<file path="config.mk">
export PLATFORM = sky130hd
export DESIGN_NAME = lru_key_value_cache_top
export DESIGN_NICKNAME = d
export VERILOG_FILES = /design/src/hdl/lkvc_pkg.sv /design/src/hdl/lkvc_ram.sv /design/src/hdl/lkvc_ctrl.sv /design/src/hdl/lkvc_datapath.sv /design/src/hdl/lru_key_value_cache_top.sv
export SDC_FILE = /design/constraint.sdc
export NUM_CORES = 1
export LEC_CHECK = 0
export BUFFER_PORTS_ARGS = -buffer_cell sky130_fd_sc_hd__buf_2
export CORE_MARGIN = 2
export CORE_UTILIZATION = 55
export CTS_CLUSTER_DIAMETER = 60
export CTS_CLUSTER_SIZE = 8
export DETAILED_ROUTE_END_ITERATION = 8
export PLACE_DENSITY = 0.83
export SLEW_MARGIN = 0
export SYNTH_ARGS = -nofsm -noshare
export SYNTH_HDL_FRONTEND = slang
export SYNTH_SLANG_ARGS = --single-unit
</file>
<file path="constraint.sdc">
create_clock -name i_clk -period 9.9 [get_ports i_clk]
set_input_delay 1.98 -clock i_clk [delete_from_list [all_inputs] [get_ports i_clk]]
set_output_delay 1.98 -clock i_clk [all_outputs]
set_load 0.1 [all_outputs]
</file>
<file path="src/hdl/lkvc_pkg.sv">
package lkvc_pkg;

    localparam int ENTRIES_DEF    = 8;
    localparam int KEY_BITS_DEF   = 32;
    localparam int VALUE_BITS_DEF = 64;

    localparam int             ACTIVE_W     = 4;
    localparam logic [ACTIVE_W-1:0] ACTIVE_RESET = 4'd8;

    localparam logic CMD_LOOKUP = 1'b0;
    localparam logic CMD_STORE  = 1'b1;

    typedef enum logic [2:0] {
        ST_IDLE,
        ST_SCAN,
        ST_DECIDE,
        ST_TOUCH,
        ST_DONE
    } t_state;

    typedef struct packed {
        logic capture;
        logic clear_idx;
        logic scan;
        logic decide;
        logic touch;
        logic load_out;
    } t_dp_cmd;

    typedef struct packed {
        logic idx_last;
        logic touch_needed;
        logic out_free;
    } t_dp_status;

endpackage

</file>
<file path="src/hdl/lkvc_ram.sv">
module lkvc_ram #(
    parameter int WIDTH = 8,
    parameter int DEPTH = 8,
    parameter int AW    = (DEPTH > 1) ? $clog2(DEPTH) : 1
) (
    input  logic             i_clk,
    input  logic             i_we,
    input  logic [AW-1:0]    i_waddr,
    input  logic [WIDTH-1:0] i_wdata,
    input  logic             i_re,
    input  logic [AW-1:0]    i_raddr,
    output logic [WIDTH-1:0] o_rdata
);

    logic [WIDTH-1:0] r_mem [DEPTH];
    logic [WIDTH-1:0] r_rdata;

    always_ff @(posedge i_clk) begin
        if (i_we) begin
            r_mem[i_waddr] <= i_wdata;
        end
        if (i_re) begin
            r_rdata <= r_mem[i_raddr];
        end
    end

    assign o_rdata = r_rdata;

endmodule

</file>
<file path="src/hdl/lkvc_ctrl.sv">
module lkvc_ctrl (
    input  logic                  i_clk,
    input  logic                  i_rst_n,
    input  logic                  i_req_valid,
    output logic                  o_req_ready,
    output lkvc_pkg::t_dp_cmd     o_cmd,
    input  lkvc_pkg::t_dp_status  i_status
);
    import lkvc_pkg::*;

    t_state r_state;
    t_state n_state;

    always_ff @(posedge i_clk) begin
        if (!i_rst_n) begin
            r_state <= ST_IDLE;
        end else begin
            r_state <= n_state;
        end
    end

    always_comb begin
        n_state     = r_state;
        o_req_ready = 1'b0;
        o_cmd       = '0;
        unique case (r_state)
            ST_IDLE: begin
                o_req_ready = 1'b1;
                if (i_req_valid) begin
                    o_cmd.capture   = 1'b1;
                    o_cmd.clear_idx = 1'b1;
                    n_state         = ST_SCAN;
                end
            end
            ST_SCAN: begin
                o_cmd.scan = 1'b1;
                if (i_status.idx_last) begin
                    n_state = ST_DECIDE;
                end
            end
            ST_DECIDE: begin
                o_cmd.decide    = 1'b1;
                o_cmd.clear_idx = 1'b1;
                n_state         = i_status.touch_needed ? ST_TOUCH : ST_DONE;
            end
            ST_TOUCH: begin
                o_cmd.touch = 1'b1;
                if (i_status.idx_last) begin
                    n_state = ST_DONE;
                end
            end
            ST_DONE: begin
                if (i_status.out_free) begin
                    o_cmd.load_out = 1'b1;
                    n_state        = ST_IDLE;
                end
            end
            default: n_state = ST_IDLE;
        endcase
    end

endmodule

</file>
<file path="src/hdl/lkvc_datapath.sv">
module lkvc_datapath #(
    parameter int ENTRIES    = lkvc_pkg::ENTRIES_DEF,
    parameter int KEY_BITS   = lkvc_pkg::KEY_BITS_DEF,
    parameter int VALUE_BITS = lkvc_pkg::VALUE_BITS_DEF
) (
    input  logic                          i_clk,
    input  logic                          i_rst_n,
    input  lkvc_pkg::t_dp_cmd             i_cmd,
    output lkvc_pkg::t_dp_status          o_status,
    input  logic                          i_req_cmd,
    input  logic [KEY_BITS-1:0]           i_req_key,
    input  logic [VALUE_BITS-1:0]         i_req_value,
    input  logic                          i_cfg_we,
    input  logic [lkvc_pkg::ACTIVE_W-1:0] i_cfg_wdata,
    output logic                          o_out_valid,
    input  logic                          i_out_ready,
    output logic                          o_out_hit,
    output logic [VALUE_BITS-1:0]         o_out_value
);
    import lkvc_pkg::*;

    localparam int IDX_W = (ENTRIES > 1) ? $clog2(ENTRIES) : 1;
    localparam int CNT_W = $clog2(ENTRIES + 1);
    localparam int AGE_W = IDX_W;
    localparam int LIM_W = (CNT_W > ACTIVE_W) ? CNT_W : ACTIVE_W;

    logic [ACTIVE_W-1:0]   r_active;
    logic [ENTRIES-1:0]    r_valid;
    logic                  r_req_cmd;
    logic [KEY_BITS-1:0]   r_req_key;
    logic [VALUE_BITS-1:0] r_req_value;

    logic [CNT_W-1:0] r_idx;
    logic             r_pipe_vld;
    logic [IDX_W-1:0] r_pipe_idx;
    logic             idx_last;

    logic [CNT_W-1:0] r_count;
    logic             r_found;
    logic [IDX_W-1:0] r_match;
    logic [AGE_W-1:0] r_match_age;
    logic             r_have_old;
    logic [IDX_W-1:0] r_oldest;
    logic [AGE_W-1:0] r_oldest_age;
    logic             r_have_free;
    logic [IDX_W-1:0] r_free;

    logic [IDX_W-1:0] r_slot;
    logic [AGE_W-1:0] r_old_age;
    logic             r_touch_all;
    logic             r_res_read;

    logic                  r_out_valid;
    logic                  r_out_hit;
    logic [VALUE_BITS-1:0] r_out_value;

    logic [KEY_BITS-1:0]   key_rd;
    logic [VALUE_BITS-1:0] val_rd;
    logic [AGE_W-1:0]      age_rd;

    logic [LIM_W-1:0] act_ext;
    logic [LIM_W-1:0] limit;
    logic             evict;
    logic             have_slot;
    logic [IDX_W-1:0] new_slot;
    logic             insert;
    logic             touch_needed;

    logic             age_we;
    logic [AGE_W-1:0] age_wdata;
    logic             pipe_step;

    assign idx_last  = (r_idx == CNT_W'(ENTRIES));
    assign pipe_step = (i_cmd.scan || i_cmd.touch) && !idx_last;

    always_comb begin
        act_ext = LIM_W'(r_active);
        if (act_ext == '0) begin
            limit = LIM_W'(1);
        end else if (act_ext > LIM_W'(ENTRIES)) begin
            limit = LIM_W'(ENTRIES);
        end else begin
            limit = act_ext;
        end
        evict        = (r_req_cmd == CMD_STORE) && !r_found
                       && (LIM_W'(r_count) >= limit) && r_have_old;
        have_slot    = evict || r_have_free;
        new_slot     = evict ? r_oldest : r_free;
        insert       = (r_req_cmd == CMD_STORE) && !r_found && have_slot;
        touch_needed = r_found || insert;
    end

    always_comb begin
        age_we    = 1'b0;
        age_wdata = '0;
        if (i_cmd.touch && r_pipe_vld) begin
            if (r_pipe_idx == r_slot) begin
                age_we = 1'b1;
            end else if (r_valid[r_pipe_idx] && (r_touch_all || age_rd < r_old_age)) begin
                age_we    = 1'b1;
                age_wdata = age_rd + AGE_W'(1);
            end
        end
    end

    always_ff @(posedge i_clk) begin
        if (!i_rst_n) begin
            r_active    <= ACTIVE_RESET;
            r_valid     <= '0;
            r_out_valid <= 1'b0;
        end else begin
            if (i_cfg_we) begin
                r_active <= i_cfg_wdata;
            end
            if (i_cmd.decide && insert) begin
                r_valid[new_slot] <= 1'b1;
            end
            if (i_cmd.load_out) begin
                r_out_valid <= 1'b1;
            end else if (i_out_ready) begin
                r_out_valid <= 1'b0;
            end
        end
    end

    always_ff @(posedge i_clk) begin
        if (i_cmd.capture) begin
            r_req_cmd   <= i_req_cmd;
            r_req_key   <= i_req_key;
            r_req_value <= i_req_value;
        end

        if (i_cmd.clear_idx) begin
            r_idx <= '0;
        end else if (pipe_step) begin
            r_idx <= r_idx + CNT_W'(1);
        end
        r_pipe_vld <= pipe_step;
        r_pipe_idx <= r_idx[IDX_W-1:0];

        if (i_cmd.capture) begin
            r_count     <= '0;
            r_found     <= 1'b0;
            r_have_old  <= 1'b0;
            r_have_free <= 1'b0;
        end else if (i_cmd.scan && r_pipe_vld) begin
            if (r_valid[r_pipe_idx]) begin
                r_count <= r_count + CNT_W'(1);
                if (!r_found && key_rd == r_req_key) begin
                    r_found     <= 1'b1;
                    r_match     <= r_pipe_idx;
                    r_match_age <= age_rd;
                end
                if (!r_have_old || age_rd > r_oldest_age) begin
                    r_have_old   <= 1'b1;
                    r_oldest     <= r_pipe_idx;
                    r_oldest_age <= age_rd;
                end
            end else if (!r_have_free) begin
                r_have_free <= 1'b1;
                r_free      <= r_pipe_idx;
            end
        end

        if (i_cmd.decide) begin
            r_slot      <= r_found ? r_match : new_slot;
            r_old_age   <= r_match_age;
            r_touch_all <= !r_found;
            r_res_read  <= (r_req_cmd == CMD_LOOKUP) && r_found;
        end

        if (i_cmd.load_out) begin
            r_out_hit   <= r_found;
            r_out_value <= r_res_read ? val_rd : '0;
        end
    end

    lkvc_ram #(
        .WIDTH (KEY_BITS),
        .DEPTH (ENTRIES)
    ) u_key_ram (
        .i_clk   (i_clk),
        .i_we    (i_cmd.decide && insert),
        .i_waddr (new_slot),
        .i_wdata (r_req_key),
        .i_re    (i_cmd.scan && !idx_last),
        .i_raddr (r_idx[IDX_W-1:0]),
        .o_rdata (key_rd)
    );

    lkvc_ram #(
        .WIDTH (VALUE_BITS),
        .DEPTH (ENTRIES)
    ) u_value_ram (
        .i_clk   (i_clk),
        .i_we    (i_cmd.decide && (r_req_cmd == CMD_STORE) && (r_found || have_slot)),
        .i_waddr (r_found ? r_match : new_slot),
        .i_wdata (r_req_value),
        .i_re    (i_cmd.decide && (r_req_cmd == CMD_LOOKUP) && r_found),
        .i_raddr (r_match),
        .o_rdata (val_rd)
    );

    lkvc_ram #(
        .WIDTH (AGE_W),
        .DEPTH (ENTRIES)
    ) u_age_ram (
        .i_clk   (i_clk),
        .i_we    (age_we),
        .i_waddr (r_pipe_idx),
        .i_wdata (age_wdata),
        .i_re    (pipe_step),
        .i_raddr (r_idx[IDX_W-1:0]),
        .o_rdata (age_rd)
    );

    assign o_status.idx_last     = idx_last;
    assign o_status.touch_needed = touch_needed;
    assign o_status.out_free     = !r_out_valid || i_out_ready;

    assign o_out_valid = r_out_valid;
    assign o_out_hit   = r_out_hit;
    assign o_out_value = r_out_value;

endmodule

</file>
<file path="src/hdl/lru_key_value_cache_top.sv">
// Fully associative key/value cache with least-recently-used replacement.
// Requests arrive on the s_axis channel: tuser is the command (0 lookup,
// 1 store) and tdata carries the key in the low bits with the value above.
// Each request gives exactly one response on the m_axis channel: tuser is
// the hit flag and tdata the stored value on a lookup hit, zero otherwise.
// A request is accepted, then the key and age memories are scanned
// serially, a decision is made, an age update pass runs when an entry
// is hit or inserted, and the output register is loaded. A lookup miss
// skips the age update pass. Both passes read one entry per cycle.
// One request is worked on at a time; the next is accepted once the
// response sits in the output register, even if it has not been taken.
// If the receiver stalls, the response is held and the request in progress
// waits in its final state until the output register is free.
// Reset clears all valid bits and sets the active entry limit to eight;
// no clearing pass is needed. The limit is written through i_cfg_we and
// i_cfg_wdata; the user must do so while the block is idle (not enforced).
module lru_key_value_cache_top #(
    parameter int ENTRIES    = lkvc_pkg::ENTRIES_DEF,
    parameter int KEY_BITS   = lkvc_pkg::KEY_BITS_DEF,
    parameter int VALUE_BITS = lkvc_pkg::VALUE_BITS_DEF,
    parameter int S_DATA_W   = ((KEY_BITS + VALUE_BITS + 7) / 8) * 8,
    parameter int M_DATA_W   = ((VALUE_BITS + 7) / 8) * 8
) (
    input  logic                          i_clk,
    input  logic                          i_rst_n,
    input  logic                          s_axis_tvalid,
    output logic                          s_axis_tready,
    input  logic [S_DATA_W-1:0]           s_axis_tdata,  // lookup_key, write_value
    input  logic                          s_axis_tuser,  // cmd
    output logic                          m_axis_tvalid,
    input  logic                          m_axis_tready,
    output logic [M_DATA_W-1:0]           m_axis_tdata,  // read_value
    output logic                          m_axis_tuser,  // hit
    input  logic                          i_cfg_we,
    input  logic [lkvc_pkg::ACTIVE_W-1:0] i_cfg_wdata
);
    import lkvc_pkg::*;

    t_dp_cmd               dp_cmd;
    t_dp_status            dp_status;
    logic [VALUE_BITS-1:0] out_value;

    lkvc_ctrl u_ctrl (
        .i_clk       (i_clk),
        .i_rst_n     (i_rst_n),
        .i_req_valid (s_axis_tvalid),
        .o_req_ready (s_axis_tready),
        .o_cmd       (dp_cmd),
        .i_status    (dp_status)
    );

    lkvc_datapath #(
        .ENTRIES    (ENTRIES),
        .KEY_BITS   (KEY_BITS),
        .VALUE_BITS (VALUE_BITS)
    ) u_datapath (
        .i_clk       (i_clk),
        .i_rst_n     (i_rst_n),
        .i_cmd       (dp_cmd),
        .o_status    (dp_status),
        .i_req_cmd   (s_axis_tuser),
        .i_req_key   (s_axis_tdata[KEY_BITS-1:0]),
        .i_req_value (s_axis_tdata[KEY_BITS+VALUE_BITS-1:KEY_BITS]),
        .i_cfg_we    (i_cfg_we),
        .i_cfg_wdata (i_cfg_wdata),
        .o_out_valid (m_axis_tvalid),
        .i_out_ready (m_axis_tready),
        .o_out_hit   (m_axis_tuser),
        .o_out_value (out_value)
    );

    assign m_axis_tdata = M_DATA_W'(out_value);

    a_load_sets_valid: assert property (@(posedge i_clk) disable iff (!i_rst_n)
        dp_cmd.load_out |=> m_axis_tvalid)
        else $error("response not presented after load");

    a_no_overwrite: assert property (@(posedge i_clk) disable iff (!i_rst_n)
        dp_cmd.load_out |-> dp_status.out_free)
        else $error("pending response overwritten");

    a_miss_zero: assert property (@(posedge i_clk) disable iff (!i_rst_n)
        (m_axis_tvalid && !m_axis_tuser) |-> (m_axis_tdata == '0))
        else $error("miss response carries data");

    a_ready_not_busy: assert property (@(posedge i_clk) disable iff (!i_rst_n)
        !(s_axis_tready && (dp_cmd.load_out || dp_cmd.scan || dp_cmd.touch)))
        else $error("request accepted while busy");

endmodule

</file>
==> results by group, run 1 <==
Global routing
  – Initial antenna violation count: 3
  – Total grt overflow: 0
  – Total GRT Usage: 24.7%
  – Largest net degree at the start of global routing: 77
  – First-pass GRT wire length: 139000 um
  – Vias in the first global route: approximately 21000

Setup path
  – Crit Reg-Reg Startpoint: u_datapath.act_ext[3]$_SDFFE_PN1P_
  – Max incr delay on CP: between 0.5 and 0.6 ns
  – Crit path depth: 2
  – CP endpoint kind: output port
  – Worst endpoint data arrival time: 2.08 ns
  – Worst reg2reg endpoint: u_datapath.u_value_ram.r_mem[5][56]$_DFFE_PP_
  – Crit path max fanout: 14
  – Critical path's top delay family: buffers and inverters
  – Setup crit start: u_ctrl.r_state[1]$_SDFFE_PN0P_
  – R2r setup slk: 5.99 ns
  – End point of the critical path: s_axis_tready
  – CP Data Required Time: ~7.9 ns
  – Slowest CP cell: buf_2
  – Worst path bufs/invs: 1
  – Critical path cell sequence: nor3_1 > buf_2
  – Crit path kind: reg2out
  – Startpoint Class: register
  – FF-to-FF path depth: 10

Yosys
  – Avg Inst Size Synth: 22.9 um^2
  – Synth Cell Area: 41100 um^2
  – Post-synthesis cell type count: 50
  – Post-synthesis async set-or-reset flop share: 0%
  – Synth Warn #: 0
  – Synth area leaders: edfxtp_1 (79%), mux4_2 (11%), mux2_2 (2.7%), dfxtp_1 (1.5%), and2_1 (1.0%)
  – Top cell type's share of synthesized area: slightly below 80%
  – Seq/Total Area, Yosys: between 80% and 90%
  – Number of synthesized register bits: 1107
  – Most common cell in the netlist: edfxtp_1
  – Syn_nets: between 1500 and 2000
  – Post-synth EDFFs: 1076
  – Synthesized instance count: 1791
  – Most used flip-flop cell after synthesis: edfxtp_1
  – Top post-synthesis cells by count: edfxtp_1 (1076), mux4_2 (199), mux2_2 (99)
  – Area leader, netlist: edfxtp_1

Detailed routing
  – DRC: 0
  – Iter 0 DRT Violations: 2783
  – Drt via density: about 6.4
  – DRT Pass-1 Iters: 6
  – Routed WL: 93500 um
  – Post-route ant nets: 0
  – Drt wl/cell: 30.2 um
  – Vias: 19875

Placed design
  – Placer Congestion: just under 0.8
  – HPWL after DPL: between 40000 and 50000 um
  – Input/output buffers: ~170
  – Setup Slack @ Placement: 5.36 ns

Timing
  – Max Slew Vio Count: 0
  – Setup ws final: 5.84 ns
  – Worst-margin pin slew: 1.25 ns
  – Setup Viol. Count Final: 0
  – Clock Skews: around 0.054 ns
  – Final hold violations: 0
  – Min Tclk post-route: 4.06 ns
  – FMAX: approximately 0.25 GHz
  – RSZ-0062 raised after global routing: no
  – Final period util: 41.1%
  – Normalized max-slew margin: 16.5%
  – Setup tns final: 0 ns

Clock tree
  – Post-CTS Setup Bufs: 0
  – Clock buffer depth: 3
  – Hold_buf cts: 0
  – Clock-pin slew on the worst setup and hold paths: 0.05 ns
  – Clk_lat worst skew: 0.75 ns
  – TritonCTS Buffers: 157
  – Post-CTS Resized: 0
  – CTS tree: built
  – Root Buffer: clkbuf_16
  – H-tree depth: 4
  – Clk sinks: 1107

Cells and area
  – Final #Nets: roughly 2200
  – Layout overhead on the synthesized area: 16.0%
  – Layout cells sized above 1: 34.1%

Floorplan
  – Placeable Area: 74200 um^2
  – Number of primary I/O pins: 173
  – Die Y: 277 um
  – Die W: roughly 280 um
  – Row count: 100
  – Die ar.: between 70000 and 80000 um^2
  – Initial Util: 55.4%

Hold path
  – Hold depth: 0
  – Hold wc startpoint: u_datapath.r_match_age[2]$_DFFE_PP_
  – HP Class: reg2reg

Power and ir drop
  – Cell Pwr Density: 220 nW/um^2
  – Worst VDD drop: 186 uV
  – Total power: about 10 mW
  – Static leakage: roughly 15 nW

Flow run
  – Max Cap Viol: 0

Status
  – Status: finished clean
[layout make-up]
type                       count  area, um^2
tap                          969        1210
inverter                      17        66.3
multi-input combinational    594        7860
sequential                  1107       32900
clock inverter                17         360
antenna                        2        5.00
timing repair buffer         211        1150
fill                        4378       26600
clock buffer                 179        4030
[sequential cells by signal (all words and copies together) (netlist names), 4 cells and up]
register                        count
u_datapath.u_key_ram.r_mem        256
u_datapath.r_idx                    4
u_datapath.r_count                  4
u_datapath.u_age_ram.r_mem         24
u_datapath.o_out_value             64
u_datapath.u_value_ram.r_mem      512
u_datapath.act_ext                  4
u_datapath.r_req_key               32
u_datapath.r_valid                  8
u_datapath.r_req_value             64
u_datapath.u_value_ram.o_rdata     64
u_datapath.u_key_ram.o_rdata       32
[worst min-delay path by stage]
stage	slack, ns	endpoint
global placement	0.41	u_datapath.r_old_age[2]$_DFFE_PN_
detailed placement	0.41	u_datapath.r_old_age[0]$_DFFE_PN_
global route	0.43	u_datapath.r_old_age[2]$_DFFE_PN_
CTS	0.41	u_datapath.r_old_age[2]$_DFFE_PN_
finish	0.41	u_datapath.r_old_age[2]$_DFFE_PN_
floorplan	0.34	u_datapath.r_pipe_idx[2]$_DFF_P_
[per-stage QoR]
step / hold WS (ns) / instance area (um^2) / util [%] / cells
global route: 0.427 / 47600 / 64.2 / 3096
finish: 0.414 / 47600 / 64.2 / 3096
floorplan: 0.341 / 41100 / - / 1791
detailed placement: 0.410 / 43200 / 58.3 / 2898
global placement: 0.406 / 43200 / 58.3 / 2898
CTS: 0.410 / 47600 / 64.2 / 3094
[report_power, final]
group          internal, mW  total, mW  switching (mW)
Sequential             5.21       5.30          0.0910
Combinational         0.164      0.327           0.162
Clock                  2.90       4.85            1.95
Total                  8.27       10.5            2.21
[logic make-up after synthesis]
kind of cell    count (synthesis)  share of synthesized area, %
simple gates                  175                          2.52
mux                           307                          13.8
xor+xnor                       42                         0.896
fa+ha+maj                      13                         0.396
buf+inv                        90                         0.911
flops                        1107                          80.2
compound gates                 57                          1.24
[metal layers]
metal  wire [um]  up-vias  global-route usage (%)
li1            -     7926                       -
met1       34200    10399                    32.1
met2       48000     1323                    41.3
met3        8010      227                    4.75
met4        3260        0                    10.6
met5           0        -                       0
[layout by cell type, fill, tap and decap left out, drive strengths merged, types with 22 or more instances in the layout]
master,count
edfxtp,1076
buf,211
mux4,199
clkbuf,179
mux2,99
and2,68
xnor2,39
dfxtp,31
nor2,23
inv,22
(Power assumes the default switching activity.)
==> run 2: changes to the inputs <==
--- a/config.mk
+++ b/config.mk
@@ -5,6 +5,7 @@
 export SDC_FILE = /design/constraint.sdc
 export NUM_CORES = 1
 export LEC_CHECK = 0
+export ABC_AREA = 1
 export BUFFER_PORTS_ARGS = -buffer_cell sky130_fd_sc_hd__buf_2
 export CORE_MARGIN = 2
 export CORE_UTILIZATION = 55
==> constraint.sdc (replaced) <==
create_clock -name i_clk -period 4.1 [get_ports i_clk]
set_input_delay 0.82 -clock i_clk [delete_from_list [all_inputs] [get_ports i_clk]]
set_output_delay 0.82 -clock i_clk [all_outputs]
set_load 0.1 [all_outputs]
==> run 2 against run 1 <==
Against the previous run: worst hold slack got worse by 0.18 ns; non-clock buffer count unchanged; sequential power increased to 2.7 times the previous value; register-to-register slack lost 5.0 ns; largest power group unchanged.
==> results by group, run 2 <==
Cells and area
  – Final #Nets: 3441 (+56%)
  – Max reg flops: 512 (unchanged)
  – Layout cells sized above 1: 13.5% (-21 points)
  – Fillers: 4937 (+13%)
  – Biggest register: u_datapath.u_value_ram.r_mem
  – Layout overhead on the synthesized area: 15.3%
  – Largest regs: u_datapath.u_value_ram.r_mem: 512 flops, u_datapath.u_key_ram.r_mem: 256 flops
  – Ant. Diodes: 0 (-2)
  – Commonest cells after routing, fill and taps aside: edfxtp_1 (1076), nor2_1 (759), o21ai_0 (413)
  – Most common cell after layout, fill and taps aside: edfxtp_1

Power and ir drop
  – Total power: 28.7 mW (+170%)
  – Cell Pwr Density: 591 nW/um^2 (+170%)
  – Worst VDD drop: 490 uV (+160%)
  – Static leakage: 16.9 nW (+10%)

Setup path
  – Worst endpoint data arrival time: 3.54 ns (+1.46 ns)
  – CP most frequent cell: nand2_1
  – Slowest CP cell: nor2_4
  – Crit path kind: reg2reg
  – Critical path cell sequence: inv_1 > nand2_1 > ha_1 > nand2_1 > nand2_1 > nand2_1 > nand3_1 > nand2_4 > nand2_1 > o21ai_4 > a21boi_2 > inv_1 > nand2_1 > nor2_4 > buf_12
  – CP Data Required Time: 4.49 ns (-3.43 ns)
  – Startpoint Class: register
  – Setup crit start: u_datapath.act_ext[3]$_SDFFE_PN1P_
  – Crit path max fanout: 49 (+35)
  – Max incr delay on CP: 0.50 ns (-0.05 ns)
  – Crit Reg-Reg Startpoint: u_datapath.act_ext[3]$_SDFFE_PN1P_
  – CP endpoint kind: register

Clock tree
  – Post-CTS Resized: 0 (unchanged)
  – Root Buffer: clkbuf_16
  – CTS tree: built
  – Hold_buf cts: 0 (unchanged)
  – Post-CTS Setup Bufs: 0 (unchanged)
  – Clock buffer depth: 3 (unchanged)
  – H-tree depth: 4 (unchanged)
  – Clk sinks: 1107 (unchanged)
  – Clock-pin slew on the worst setup and hold paths: 0.05 ns (about the same)
  – TritonCTS Buffers: 158 (+0.64%)
  – Clk_lat worst skew: 0.75 ns (about the same)

Hold path
  – Hold wc startpoint: s_axis_tdata[34]
  – HP Class: in2reg

Yosys
  – Post-synth EDFFs: 1076 (unchanged)
  – Post-synthesis async set-or-reset flop share: 0% (unchanged)
  – Synth Warn #: 0 (unchanged)
  – Most used flip-flop cell after synthesis: edfxtp_1
  – Most common cell in the netlist: edfxtp_1
  – Synthesized instance count: 3111 (+74%)
  – Top post-synthesis cells by count: edfxtp_1 (1076), nor2_1 (769), o21ai_0 (413)
  – Synth area leaders: edfxtp_1 (77%), nor2_1 (6.8%), o21ai_0 (4.9%), o22ai_1 (1.6%), a31oi_1 (1.5%)
  – Syn_nets: 3230 (+69%)
  – Post-synthesis cell type count: 45 (-10%)
  – Synth Cell Area: 42100 um^2 (+2.6%)
  – Top cell type's share of synthesized area: 76.7% (-2.0 points)
  – Area leader, netlist: edfxtp_1
  – Avg Inst Size Synth: 13.5 um^2 (-41%)
  – Seq/Total Area, Yosys: 78.1% (-2.0 points)
  – Number of synthesized register bits: 1107 (unchanged)

Global routing
  – Met3 GRT Util: 5.23% (+0.48 points)
  – Vias in the first global route: 25928 (+21%)
  – Total GRT Usage: 24.3% (-0.46 points)
  – First-pass GRT wire length: 144000 um (+4.1%)
  – Most used routing layer in global routing: met2
  – Initial antenna violation count: 3 (unchanged)
  – Largest net degree at the start of global routing: 257 (+230%)
  – Met2 usage: 40.9% (-0.35 points)
  – Routing usage on met1: 30.3% (-1.8 points)
  – Total grt overflow: 0 (unchanged)

Detailed routing
  – Vias: 25971 (+31%)
  – Post-route ant nets: 0 (unchanged)
  – DRC: 0 (unchanged)
  – DRT Pass-1 Iters: 6 (unchanged)
  – Iter 0 DRT Violations: 3263 (+17%)
  – Routed WL: 96000 um (+2.7%)
  – Drt wl/cell: 21.9 um (-28%)
  – Drt via density: 5.92 (-7.8%)

Floorplan
  – Die W: 281 um (+1.3%)
  – Die ar.: 78900 um^2 (+2.6%)
  – Die Y: 281 um (+1.3%)
  – Placeable Area: 75900 um^2 (+2.4%)
  – Number of primary I/O pins: 173 (unchanged)
  – Row count: 101 (+1.0%)
  – Initial Util: 55.5% (+0.14 points)

Timing
  – Setup Viol. Count Final: 0 (unchanged)
  – Setup tns final: 0 ns (unchanged)
  – Min Tclk post-route: 3.15 ns
  – Setup ws final: 0.948 ns (-4.89 ns)
  – Clock Skews: 0.0441 ns (-0.0102 ns)
  – Max Slew Vio Count: 0 (unchanged)
  – Normalized max-slew margin: 20.0% (+3.5 points)
  – FMAX: 0.317 GHz
  – Final hold violations: 0 (unchanged)
  – Worst-margin pin slew: 1.20 ns (-0.0510 ns)
  – RSZ-0062 raised after global routing: no
  – Final period util: 76.9%

Placed design
  – Placer Congestion: 0.827 (+6.5%)
  – Input/output buffers: 172 (unchanged)
  – Setup Slack @ Placement: 0.980 ns (-4.38 ns)
  – HPWL after DPL: 48400 um (+9.7%)

Flow run
  – Max Cap Viol: 0 (unchanged)

Status
  – Status: finished clean
run 2: changes by cell type after synthesis, moves of 26 or more:
cell / delta
mux2_2: -99
o21ai_0: +407
nor2_1: +746
buf_2: +26
a31oi_1: +100
mux4_2: -199
nand2_1: +122
xnor2_1: -31
o22ai_1: +104
clkbuf_1: +39
and2_1: -67
inv_1: +141
run 2: where the power goes:
part	switching, mW	internal [mW]
Sequential	0.611	13.5
Combinational	2.24	0.710
Clock	4.61	7.03
run 2: logic make-up after synthesis:
kind of cell	synth area share, %
adders and majority gates	0.386
and+or+nand+nor	9.42
AOI/OAI and AO/OA	8.54
DFF	78.1
buffers and inverters	3.24
xor gates and xnor gates	0.270
run 2: path summary, 6_finish.rpt:
path,endpoint,depth (start not counted),slack (ns)
max,u_datapath.u_value_ram.r_mem[2][45]$_DFFE_PP_,15,0.95
min,u_datapath.r_req_value[2]$_DFFE_PP_,1,0.24
max reg2reg,u_datapath.u_value_ram.r_mem[2][45]$_DFFE_PP_,15,0.95
min reg2reg,u_datapath.r_old_age[0]$_DFFE_PN_,0,0.43
run 2: layer usage:
| layer | wire, um | part of all wire, % | vias to the layer above |
|---|---|---|---|
| li1 | - | - | 11553 |
| met1 | 34700 | 36 | 12553 |
| met2 | 48700 | 51 | 1618 |
| met3 | 9820 | 10 | 241 |
| met4 | 2730 | 2.8 | 6 |
| met5 | 33 | 0.034 | - |
run 2: layout make-up:
cell class                      instances  area, um^2  area share (%)
Clock buffer                          181        4100            8.45
Timing Repair Buffer                  211        1330            2.73
Inverter                              169         654            1.35
Sequential cell                      1107       32900            67.8
Clock inverter                         15         355           0.731
Multi-Input combinational cell       1675        7920            16.3
Tap cell                             1030        1290            2.65
run 2: critical path: cells and delay by family (launching register included):
family	cells	cell delay [ns]
simple gates	9	1.32
compound gates	2	0.22
fa+ha+maj	1	0.30
flops	1	0.31
buf+inv	3	0.61
run 2: metrics by stage:
stage / hold slack (ns) / cell area (um^2) / utilization, % / instances
after floorplan: 0.350 / 42100 / - / 3111
after global placement: 0.402 / 44100 / 58.1 / 4192
after detailed placement: 0.413 / 44100 / 58.1 / 4192
after CTS: 0.207 / 48600 / 64.0 / 4388
after global routing: 0.214 / 48600 / 64.0 / 4388
final: 0.237 / 48600 / 64.0 / 4388
